**config.mk**
```make
export PLATFORM = sky130hd
export DESIGN_NAME = lru_page_replacement
export DESIGN_NICKNAME = d
export VERILOG_FILES = /design/src/rtl/lrupr_pkg.sv /design/src/rtl/lru_page_replacement.sv /design/src/rtl/lrupr_ctrl.sv /design/src/rtl/lrupr_dp.sv
export SDC_FILE = /design/constraint.sdc
export NUM_CORES = 1
export LEC_CHECK = 0
export ABC_CLOCK_PERIOD_IN_PS = 11910
export BUFFER_PORTS_ARGS = -buffer_cell sky130_fd_sc_hd__buf_4
export CAP_MARGIN = 25
export CELL_PAD_IN_SITES_DETAIL_PLACEMENT = 0
export CELL_PAD_IN_SITES_GLOBAL_PLACEMENT = 2
export CORE_MARGIN = 2
export CORE_UTILIZATION = 30
export CTS_CLUSTER_SIZE = 25
export DETAILED_ROUTE_END_ITERATION = 7
export PLACE_DENSITY = 0.62
export SYNTH_ARGS = -nofsm -noshare
export SYNTH_HDL_FRONTEND = slang
export SYNTH_SLANG_ARGS = --single-unit
```
**constraint.sdc**
```tcl
create_clock -name aclk -period 11.91 [get_ports aclk]
set_clock_uncertainty 0.1 [all_clocks]
set_input_delay 1.7865 -clock aclk [delete_from_list [all_inputs] [get_ports aclk]]
set_output_delay 1.7865 -clock aclk [all_outputs]
set_load 0.02 [all_outputs]
```
**src/rtl/lrupr_pkg.sv**
```systemverilog
// ----------------------------------------------------------------------------
// lrupr_pkg
// Shared widths, constants and control/status bundles for the LRU page
// replacement block.
// ----------------------------------------------------------------------------
package lrupr_pkg;

    // Field widths
    localparam int PAGE_W     = 16;
    localparam int TOTAL_W    = 24;
    localparam int SLOT_OUT_W = 3;
    localparam int FIU_W      = 4;

    // Stream data widths (packed fields, padded to whole bytes)
    localparam int S_TDATA_W  = 16;
    localparam int M_TDATA_W  = 72;

    // Configuration port
    localparam int APB_ADDR_W = 3;
    localparam int APB_DATA_W = 32;
    localparam logic REG_FRAMES_IN_USE = 1'b0;   // word index, paddr[2]
    localparam logic [FIU_W-1:0] FIU_RESET = 4'd8;

    // Controller to datapath
    typedef struct packed {
        logic load;      // capture the accepted reference, restart the scan
        logic scan_en;   // walk the frame table
        logic commit;    // apply the update and load the result register
    } lrupr_cmd_t;

    // Datapath to controller
    typedef struct packed {
        logic scan_done; // last active frame is in the compare stage
        logic out_free;  // result register can take a new result
    } lrupr_sts_t;

endpackage

```
**src/rtl/lru_page_replacement.sv**
```systemverilog
// ----------------------------------------------------------------------------
// lru_page_replacement
// Fully associative LRU page replacement over a small frame set, with hit
// and fault totals and a frame count register.
// ----------------------------------------------------------------------------
//  Channel   Dir   Handshake                    Payload
//  s_axis    in    s_axis_tvalid/tready         tdata: page; tlast: last_in_sequence
//  m_axis    out   m_axis_tvalid/tready         tdata: result fields; tlast: sequence_done
//  apb       in    psel/penable/pwrite/pready   frames_in_use at byte address 0
//
//  A reference is accepted, then the pages of the active frames are read, one
//  per cycle, through the single read port of the frame store and compared in
//  a compare stage behind the read, then the update is applied.
//  Reset clears all frames and totals at once; no clearing pass is needed.
//  A finished result waits in the output register while the next reference
//  is accepted; the update of the following one waits until it is taken.
// ----------------------------------------------------------------------------
module lru_page_replacement #(
    parameter int FRAMES = 8
) (
    input  logic                                 aclk,
    input  logic                                 aresetn,
    // reference stream
    input  logic                                 s_axis_tvalid,
    output logic                                 s_axis_tready,
    input  logic [lrupr_pkg::S_TDATA_W-1:0]      s_axis_tdata,  // [15:0] page
    input  logic                                 s_axis_tlast,
    // result stream
    output logic                                 m_axis_tvalid,
    input  logic                                 m_axis_tready,
    // [0] is_fault, [3:1] frame_slot, [4] evicted_valid, [20:5] evicted page,
    // [44:21] hit_total, [68:45] fault_total, [71:69] zero
    output logic [lrupr_pkg::M_TDATA_W-1:0]      m_axis_tdata,
    output logic                                 m_axis_tlast,
    // configuration
    input  logic                                 psel,
    input  logic                                 penable,
    input  logic                                 pwrite,
    input  logic [lrupr_pkg::APB_ADDR_W-1:0]     paddr,
    input  logic [lrupr_pkg::APB_DATA_W-1:0]     pwdata,
    output logic [lrupr_pkg::APB_DATA_W-1:0]     prdata,
    output logic                                 pready
);

    lrupr_pkg::lrupr_cmd_t cmd;
    lrupr_pkg::lrupr_sts_t sts;

    logic [lrupr_pkg::FIU_W-1:0] fiu_reg;

    // Register write
    assign pready = 1'b1;

    always_ff @(posedge aclk) begin
        if (!aresetn) begin
            fiu_reg <= lrupr_pkg::FIU_RESET;
        end else if (psel && penable && pwrite && pready &&
                     (paddr[2] == lrupr_pkg::REG_FRAMES_IN_USE)) begin
            fiu_reg <= pwdata[lrupr_pkg::FIU_W-1:0];
        end
    end

    // Register read
    always_comb begin
        if (paddr[2] == lrupr_pkg::REG_FRAMES_IN_USE) begin
            prdata = {{(lrupr_pkg::APB_DATA_W - lrupr_pkg::FIU_W){1'b0}}, fiu_reg};
        end else begin
            prdata = '0;
        end
    end

    lrupr_ctrl u_ctrl (
        .aclk          (aclk),
        .aresetn       (aresetn),
        .s_axis_tvalid (s_axis_tvalid),
        .s_axis_tready (s_axis_tready),
        .sts           (sts),
        .cmd           (cmd)
    );

    lrupr_dp #(
        .FRAMES (FRAMES)
    ) u_dp (
        .aclk          (aclk),
        .aresetn       (aresetn),
        .cmd           (cmd),
        .sts           (sts),
        .frames_in_use (fiu_reg),
        .in_page       (s_axis_tdata[lrupr_pkg::PAGE_W-1:0]),
        .in_last       (s_axis_tlast),
        .m_axis_tvalid (m_axis_tvalid),
        .m_axis_tready (m_axis_tready),
        .m_axis_tdata  (m_axis_tdata),
        .m_axis_tlast  (m_axis_tlast)
    );

endmodule

```
**src/rtl/lrupr_ctrl.sv**
```systemverilog
// ----------------------------------------------------------------------------
// lrupr_ctrl
// Sequencer for one page reference: accept, scan the frames, commit.
// ----------------------------------------------------------------------------
module lrupr_ctrl (
    input  logic                  aclk,
    input  logic                  aresetn,
    input  logic                  s_axis_tvalid,
    output logic                  s_axis_tready,
    input  lrupr_pkg::lrupr_sts_t sts,
    output lrupr_pkg::lrupr_cmd_t cmd
);

    typedef enum logic [2:0] {
        ST_IDLE   = 3'b001,
        ST_SCAN   = 3'b010,
        ST_UPDATE = 3'b100
    } state_t;

    state_t state_reg, state_next;

    // Next state
    always_comb begin
        state_next = state_reg;
        unique case (state_reg)
            ST_IDLE: begin
                if (s_axis_tvalid) state_next = ST_SCAN;
            end
            ST_SCAN: begin
                if (sts.scan_done) state_next = ST_UPDATE;
            end
            ST_UPDATE: begin
                if (sts.out_free) state_next = ST_IDLE;
            end
            default: state_next = ST_IDLE;
        endcase
    end

    always_ff @(posedge aclk) begin
        if (!aresetn) begin
            state_reg <= ST_IDLE;
        end else begin
            state_reg <= state_next;
        end
    end

    // Commands
    assign s_axis_tready = (state_reg == ST_IDLE);
    assign cmd.load      = (state_reg == ST_IDLE) && s_axis_tvalid;
    assign cmd.scan_en   = (state_reg == ST_SCAN);
    assign cmd.commit    = (state_reg == ST_UPDATE) && sts.out_free;

    // Checks
    a_commit_from_scan: assert property (@(posedge aclk) disable iff (!aresetn)
        cmd.commit |-> $past(state_reg) == ST_SCAN || $past(state_reg) == ST_UPDATE)
        else $error("commit without a completed scan");

    a_load_starts_scan: assert property (@(posedge aclk) disable iff (!aresetn)
        cmd.load |=> state_reg == ST_SCAN)
        else $error("accepted reference did not start a scan");

    a_no_accept_busy: assert property (@(posedge aclk) disable iff (!aresetn)
        (cmd.scan_en || cmd.commit) |-> !s_axis_tready)
        else $error("input ready while a reference is in progress");

endmodule

```
**src/rtl/lrupr_dp.sv**
```systemverilog
// ----------------------------------------------------------------------------
// lrupr_dp
// Frame table, recency ranks, scan registers, totals and result register.
// ----------------------------------------------------------------------------
module lrupr_dp #(
    parameter int FRAMES = 8
) (
    input  logic                                 aclk,
    input  logic                                 aresetn,
    input  lrupr_pkg::lrupr_cmd_t                cmd,
    output lrupr_pkg::lrupr_sts_t                sts,
    input  logic [lrupr_pkg::FIU_W-1:0]          frames_in_use,
    input  logic [lrupr_pkg::PAGE_W-1:0]         in_page,
    input  logic                                 in_last,
    output logic                                 m_axis_tvalid,
    input  logic                                 m_axis_tready,
    output logic [lrupr_pkg::M_TDATA_W-1:0]      m_axis_tdata,
    output logic                                 m_axis_tlast
);

    localparam int SLOT_W = (FRAMES > 1) ? $clog2(FRAMES) : 1;
    localparam int CNT_W  = $clog2(FRAMES + 1);
    localparam int PW     = lrupr_pkg::PAGE_W;
    localparam int TW     = lrupr_pkg::TOTAL_W;

    // Active frame count, clamped to 1..FRAMES
    logic [CNT_W-1:0] n_act;
    always_comb begin
        if (frames_in_use == '0) begin
            n_act = CNT_W'(1);
        end else if (32'(frames_in_use) > FRAMES) begin
            n_act = CNT_W'(FRAMES);
        end else begin
            n_act = CNT_W'(frames_in_use);
        end
    end

    // Captured reference
    logic [PW-1:0] page_reg;
    logic          last_reg;

    // Scan pipeline: read stage then compare stage
    logic [CNT_W-1:0]  rd_idx_reg;
    logic              cmp_vld_reg;
    logic [SLOT_W-1:0] cmp_idx_reg;
    logic [PW-1:0]     rdata_reg;
    logic              rd_en;

    // Scan results
    logic              hit_found_reg, empty_found_reg, old_found_reg;
    logic [SLOT_W-1:0] hit_slot_reg, empty_slot_reg, old_slot_reg;
    logic [SLOT_W-1:0] old_rank_reg;
    logic [PW-1:0]     old_page_reg;

    // Update decision
    logic [SLOT_W-1:0] upd_slot;
    logic              upd_evict;
    logic [31:0]       slot_wide;

    // Frame state
    logic [PW-1:0]     page_mem [FRAMES];
    logic [FRAMES-1:0] valid_reg, valid_next;
    logic [SLOT_W-1:0] rank_reg  [FRAMES];
    logic [SLOT_W-1:0] rank_next [FRAMES];
    logic [TW-1:0]     hits_reg, hits_next, faults_reg, faults_next;

    // Result register
    logic                            out_vld_reg;
    logic                            out_fault_reg, out_ev_vld_reg, out_last_reg;
    logic [lrupr_pkg::SLOT_OUT_W-1:0] out_slot_reg;
    logic [PW-1:0]                   out_ev_page_reg;
    logic [TW-1:0]                   out_hits_reg, out_faults_reg;

    assign rd_en = cmd.scan_en && (rd_idx_reg != n_act);

    assign sts.scan_done = (rd_idx_reg == n_act) && cmp_vld_reg;
    assign sts.out_free  = !out_vld_reg || m_axis_tready;

    // Capture the reference
    always_ff @(posedge aclk) begin
        if (cmd.load) begin
            page_reg <= in_page;
            last_reg <= in_last;
        end
    end

    // Frame page store: one write on commit, one registered read per scan step
    always_ff @(posedge aclk) begin
        if (cmd.commit) begin
            page_mem[upd_slot] <= page_reg;
        end
        if (rd_en) begin
            rdata_reg <= page_mem[rd_idx_reg[SLOT_W-1:0]];
        end
    end

    // Read stage
    always_ff @(posedge aclk) begin
        if (!aresetn) begin
            rd_idx_reg  <= '0;
            cmp_vld_reg <= 1'b0;
        end else begin
            cmp_vld_reg <= rd_en;
            if (cmd.load) begin
                rd_idx_reg <= '0;
            end else if (rd_en) begin
                rd_idx_reg <= rd_idx_reg + CNT_W'(1);
            end
        end
    end

    always_ff @(posedge aclk) begin
        if (rd_en) cmp_idx_reg <= rd_idx_reg[SLOT_W-1:0];
    end

    // Compare stage: first hit, first empty frame, oldest frame
    logic              cmp_valid;
    logic [SLOT_W-1:0] cmp_rank;
    assign cmp_valid = valid_reg[cmp_idx_reg];
    assign cmp_rank  = rank_reg[cmp_idx_reg];

    always_ff @(posedge aclk) begin
        if (!aresetn) begin
            hit_found_reg   <= 1'b0;
            empty_found_reg <= 1'b0;
            old_found_reg   <= 1'b0;
        end else if (cmd.load) begin
            hit_found_reg   <= 1'b0;
            empty_found_reg <= 1'b0;
            old_found_reg   <= 1'b0;
        end else if (cmp_vld_reg) begin
            if (!hit_found_reg && cmp_valid && (rdata_reg == page_reg)) begin
                hit_found_reg <= 1'b1;
            end
            if (!empty_found_reg && !cmp_valid) begin
                empty_found_reg <= 1'b1;
            end
            old_found_reg <= 1'b1;
        end
    end

    always_ff @(posedge aclk) begin
        if (cmp_vld_reg) begin
            if (!hit_found_reg && cmp_valid && (rdata_reg == page_reg)) begin
                hit_slot_reg <= cmp_idx_reg;
            end
            if (!empty_found_reg && !cmp_valid) begin
                empty_slot_reg <= cmp_idx_reg;
            end
            // strict compare keeps the lowest frame on a tie
            if (!old_found_reg || (cmp_rank > old_rank_reg)) begin
                old_rank_reg <= cmp_rank;
                old_slot_reg <= cmp_idx_reg;
                old_page_reg <= rdata_reg;
            end
        end
    end

    // Update decision
    always_comb begin
        if (hit_found_reg) begin
            upd_slot = hit_slot_reg;
        end else if (empty_found_reg) begin
            upd_slot = empty_slot_reg;
        end else begin
            upd_slot = old_slot_reg;
        end
        upd_evict = !hit_found_reg && !empty_found_reg;
        slot_wide = 32'(upd_slot);
    end

    // Recency update: chosen frame becomes rank 0, younger valid frames age
    always_comb begin
        for (int g = 0; g < FRAMES; g++) begin
            if (SLOT_W'(g) == upd_slot) begin
                rank_next[g]  = '0;
                valid_next[g] = 1'b1;
            end else begin
                valid_next[g] = valid_reg[g];
                if (valid_reg[g] && (!valid_reg[upd_slot] ||
                                     (rank_reg[g] < rank_reg[upd_slot]))) begin
                    rank_next[g] = rank_reg[g] + SLOT_W'(1);
                end else begin
                    rank_next[g] = rank_reg[g];
                end
            end
        end
    end

    // Saturating totals
    always_comb begin
        hits_next   = hits_reg;
        faults_next = faults_reg;
        if (hit_found_reg) begin
            if (hits_reg != '1) hits_next = hits_reg + TW'(1);
        end else begin
            if (faults_reg != '1) faults_next = faults_reg + TW'(1);
        end
    end

    // Frame state and totals; end of sequence clears them after the result
    always_ff @(posedge aclk) begin
        if (!aresetn) begin
            valid_reg  <= '0;
            hits_reg   <= '0;
            faults_reg <= '0;
            for (int g = 0; g < FRAMES; g++) rank_reg[g] <= '0;
        end else if (cmd.commit) begin
            if (last_reg) begin
                valid_reg  <= '0;
                hits_reg   <= '0;
                faults_reg <= '0;
                for (int g = 0; g < FRAMES; g++) rank_reg[g] <= '0;
            end else begin
                valid_reg  <= valid_next;
                hits_reg   <= hits_next;
                faults_reg <= faults_next;
                for (int g = 0; g < FRAMES; g++) rank_reg[g] <= rank_next[g];
            end
        end
    end

    // Result register
    always_ff @(posedge aclk) begin
        if (!aresetn) begin
            out_vld_reg <= 1'b0;
        end else if (cmd.commit) begin
            out_vld_reg <= 1'b1;
        end else if (m_axis_tready) begin
            out_vld_reg <= 1'b0;
        end
    end

    always_ff @(posedge aclk) begin
        if (cmd.commit) begin
            out_fault_reg   <= !hit_found_reg;
            out_slot_reg    <= slot_wide[lrupr_pkg::SLOT_OUT_W-1:0];
            out_ev_vld_reg  <= upd_evict;
            out_ev_page_reg <= upd_evict ? old_page_reg : '0;
            out_hits_reg    <= hits_next;
            out_faults_reg  <= faults_next;
            out_last_reg    <= last_reg;
        end
    end

    assign m_axis_tvalid = out_vld_reg;
    assign m_axis_tlast  = out_last_reg;
    assign m_axis_tdata  = {3'b000, out_faults_reg, out_hits_reg, out_ev_page_reg,
                            out_ev_vld_reg, out_slot_reg, out_fault_reg};

    // Checks
    a_commit_has_room: assert property (@(posedge aclk) disable iff (!aresetn)
        cmd.commit |-> sts.out_free)
        else $error("result overwritten before transfer");

    a_commit_shows_result: assert property (@(posedge aclk) disable iff (!aresetn)
        cmd.commit |=> m_axis_tvalid)
        else $error("committed result not presented");

    a_hit_no_evict: assert property (@(posedge aclk) disable iff (!aresetn)
        (m_axis_tvalid && !out_fault_reg) |-> !out_ev_vld_reg)
        else $error("hit reported an eviction");

    a_end_clears: assert property (@(posedge aclk) disable iff (!aresetn)
        (cmd.commit && last_reg) |=> (valid_reg == '0) && (hits_reg == '0)
                                     && (faults_reg == '0))
        else $error("end of sequence did not clear the frames");

endmodule

```
# Word level (Yosys, flattened, before mapping)
# Memories as Yosys holds them, arrays and structs flattened. A register that Yosys moved wholly into a read port is not among the register bits.
# Index checks and enable logic that the tools add are counted.
# classes
addsub,11
n_lt_le_gt_ge,12
eq_ne,18
mux,74
n_bitwise,18
n_reduce_logical,59
# op_table
cell,n
$mux 24,6
$mux 3,38
$add 24x1->24 const B,2
$ne 24x24->1 const B,2
$add 3x1->3 const B,8
$lt 3x3->1,8
$mux 1,23
$reduce_and 2->1,11
$logic_and 1x1->1,19
$reduce_bool 2->1,9
$eq 16x16->1,1
$or 1x1->1,16
$eq 3x3->1 const A,4
$mux 4,3
$logic_or 1x1->1,10
$pmux 3 s3,1
$lt 3x4->1 const B,2
$mux 8,1
$bmux 1 s3,2
$eq 2x3->1 const A,2
$logic_not 1->1,6
$add 4x1->4 const B,1
$eq 4x4->1,1
$gt 4x4->1 const B,1
13 further kinds,15
# word_totals
register_bits,190
mem_bits_rw,152
input_bits,59
output_inout_bits,108
wordCells,227
n_memories,2
# memory_table
memory,words,word_bits,rd,rd_ports_with_merged_regs,write_ports,line_no,rtl
u_dp.page_mem,8,16,1,1,1,lrupr_dp.sv:61,logic [PW-1:0] page_mem [FRAMES];
u_dp.rank_reg,8,3,10,1,8,lrupr_dp.sv:63,logic [SLOT_W-1:0] rank_reg [FRAMES];

# Depth between registers and ports, before layout
# logic_depth
depth_word,10
ltp_mapped,12
ltp_nobuf,10

# Cells and area by module
# Synthesis repeated with hierarchy kept, for this count alone.
# unflattened
hier_cells,1133
hier_area_um2,15815.2
# modules_own_cells
module,instances,cells_per_inst,area_per_inst_um2
lrupr_dp,1,1057,15167.0
lru_page_replacement,1,53,431.7
lrupr_ctrl,1,23,216.5

# Worst setup path after synthesis
# OpenSTA, ideal clock, no wires.
# synth_timing
path_kind,input -> register
from,in m_axis_tready
to,"mem u_dp.page_mem[4][0] (netlist bit), enable pin"
setup_ns,0.390
arrival_ns,5.602
t_required_ns,11.420
slack_ns,5.818
stages,7
n_path_buf,2
cell_sequence,nand2b_1 > nand2b_1 > clkbuf_1 > inv_1 > clkbuf_1 > nand2_1 > nor2_1
# synth_rtl
item,line_no,rtl
start: declaration,lru_page_replacement.sv:30,"input logic m_axis_tready,"
end: declaration,lrupr_dp.sv:61,

==> results.py <==
metrics = {
    "outcome": {
        "outcome": "complete, no violations",
    },
    "routing": {
        "via_per_inst": 4.71,
        "drtIter0Drc": 564,
        "via_count": 9156,
        "drc": 0,
        "drt-wirelength-per-cell_um": 18.9,
        "postRouteWirelength_mm": 36.8,
        "ant_nets": 0,
        "drtPass1Iterations": 5,
    },
    "finish": {
        "fillers": 4948,
        "largest_register": "u_dp.page_mem",
        "n_antenna_cell": 0,
        "syn_to_final_growth_pct": 18.6,
        "drive_gt1_share_pct": 22.0,
        "nets": 1313,
        "largest_register_ffs": 128,
        "instances_no_fill": 1946,
        "post-route-util_pct": 36.0,
    },
    "timing": {
        "worst_pin_slew_ps": 968,
        "drv_slew": 0,
        "rsz0062_at_grt": "no",
        "fin_tns_setup_ps": 0,
        "fmax_ghz": 0.245,
        "hold_viol": 0,
        "relSlewSlack_pct": 35.3,
        "finalCritPeriodShare_pct": 34.2,
        "final.min_clock_period_ps": 4070,
        "postLayoutSetupSlackWorst_ps": 7840,
        "final-setup-viol-count": 0,
    },
    "floorplan": {
        "rows": 83,
        "die_area_um2": 53600,
        "start_util_pct": 30.3,
        "die_y_um": 231,
        "die_w_um": 231,
        "design.core.area_um2": 51200,
        "pin_count": 167,
    },
    "place": {
        "io_buffers": 104,
        "pre_cts_ws_ps": 7560,
        "globalplace.congestion": 0.718,
        "dp_cells": 1867,
        "dp_hpwl_mm": 22.9,
    },
    "critical_path": {
        "crit_required_ps": 12040,
        "crit_path_max_fanout": 19,
        "worst-setup-path-type": "flip-flop to flip-flop",
        "endpoint_kind": "flip-flop",
        "start_kind": "flip-flop",
        "critPathArrivalTime_ps": 4200,
    },
    "clocking": {
        "cts_sinks": 361,
        "clk_pin_slew_ps": 60,
        "post-cts-setup-buffer-count": 0,
        "cts-buffers-inserted": 43,
        "ctsHoldBuffers": 0,
        "htreeDepth": 2,
        "cts_buffer_depth": 3,
        "clock_latency_ps": 580,
        "cts-root-buf": "clkbuf_16",
        "post_cts_resized": 0,
        "cts_tree": "built",
    },
    "grt": {
        "grt_pass1_vias": 9114,
        "grt_max_degree": 53,
        "grt_remaining_overflow": 0,
        "grt_pass1_wl_mm": 56.1,
        "antenna_found_initial": 1,
        "grt_use_total_pct": 13.8,
    },
    "pwr": {
        "total_power_mw": 2.75,
        "vdd_ir_drop_max_uv": 101,
        "p_per_area_nw_per_um2": 149,
        "power.leakage_nw": 6.47,
    },
    "synthesis": {
        "synth_edf_count": 283,
        "ys.flop_type": "edfxtp_1",
        "netlist_area_um2": 15500,
        "async_flop_share_pct": 0,
        "synthCells": 1113,
        "netlist-cell-type-count": 59,
        "synth_seq_cells": 361,
        "synth_seq_area_share_pct": 64.8,
        "ys_warn_count": 0,
        "avgSynthCellArea_um2": 13.9,
    },
    "hold_path": {
        "hold_class": "flip-flop to flip-flop",
    },
    "run": {
        "max-cap-violations": 0,
    },
}
cells in the final DEF (no fill, tap or decap), drive strengths merged, types with 19 or more instances in the layout:
cell type,synthesis,final
a21oi,35,35
and2,23,23
buf,39,124
clkbuf,41,51
clkinv,1,19
conb,2,32
dfxtp,78,78
edfxtp,283,283
ha,22,22
inv,25,28
mux2,26,26
mux4,43,43
nand2,64,64
nand3,19,19
nand4,20,20
nor2,96,96
o21ai,50,50
xnor2,39,39
xor2,35,35
cells in the mapped netlist, types with 25 or more instances:
master    instances  share of area [%]
a21oi_1          35                1.1
o21ai_0          49                1.6
clkbuf_1         41               0.99
nand2_1          64                1.5
dfxtp_1          78                 10
xor2_1           35                2.0
edfxtp_1        283                 55
xnor2_1          39                2.2
mux2_2           25                1.8
buf_4            34                1.6
nor2_1           96                2.3
mux4_2           42                6.1
final timing paths:
path / from / endpoint / slack (ps) / depth (start not counted)
hold reg to reg: u_dp.rdata_reg[0] / u_dp.old_page_reg[0] / 380 / 0
hold / removal: u_dp.rdata_reg[0] / u_dp.old_page_reg[0] / 380 / 0
setup reg to reg: u_dp.hit_found_reg / u_dp.rank_reg[6][0] / 7840 / 9
setup / recovery: u_dp.hit_found_reg / u_dp.rank_reg[6][0] / 7840 / 9
layer usage:
| layer | GRT usage, % | wire [um] | up-vias |
|---|---|---|---|
| met2 | 22.9 | 17600 | 165 |
| met1 | 18.3 | 17000 | 4575 |
| met4 | 3.99 | 763 | 0 |
| li1 | - | - | 4359 |
| met5 | 0 | 0 | - |
| met3 | 2.69 | 1480 | 57 |
critical path: stages (launching register included):
cell and delay (ps):
dfxtp_1 870, nand2b_1 280, o21ai_4 220, inv_2 240
mux2i_1 170, mux4_2 600, or2_2 320, maj3_1 350
a211o_1 300, a21oi_1 270
cell type report:
class / count / area [um2] / area share [%]
Multi-Input combinational cell: 676 / 5060 / 27.5
Timing Repair Buffer: 124 / 951 / 5.16
Tap cell: 680 / 851 / 4.62
Inverter: 26 / 98.8 / 0.537
Clock inverter: 28 / 283 / 1.54
Sequential cell: 361 / 10100 / 54.6
Clock buffer: 51 / 1120 / 6.06
per-stage QoR:
step,hold WS (ps),instance area (um2)
2_1_floorplan,332,15600
3_3_place_gp,360,17000
4_1_cts,378,18400
5_1_grt,399,18400
6_report,377,18400
3_5_place_dp,356,17000
kinds of logic after synthesis:
logic type / share of synthesized area [%]
AO/OA/AOI/OAI: 6.98
XOR/XNOR: 4.17
adder cells (fa/ha/maj): 2.22
buffers and inverters: 3.46
flip-flops: 64.8
multiplexers: 9.27
other: 0.0484
AND/OR/NAND/NOR: 9.06
report_power, final:
group | internal (mW) | switching [mW] | total (mW) | leakage [nW]
combinational | 0.0285 | 0.0436 | 0.0721 | 2.51
clock | 0.747 | 0.551 | 1.30 | 0.675
sequential | 1.37 | 0.0182 | 1.38 | 3.29
(Power assumes the default switching activity.)
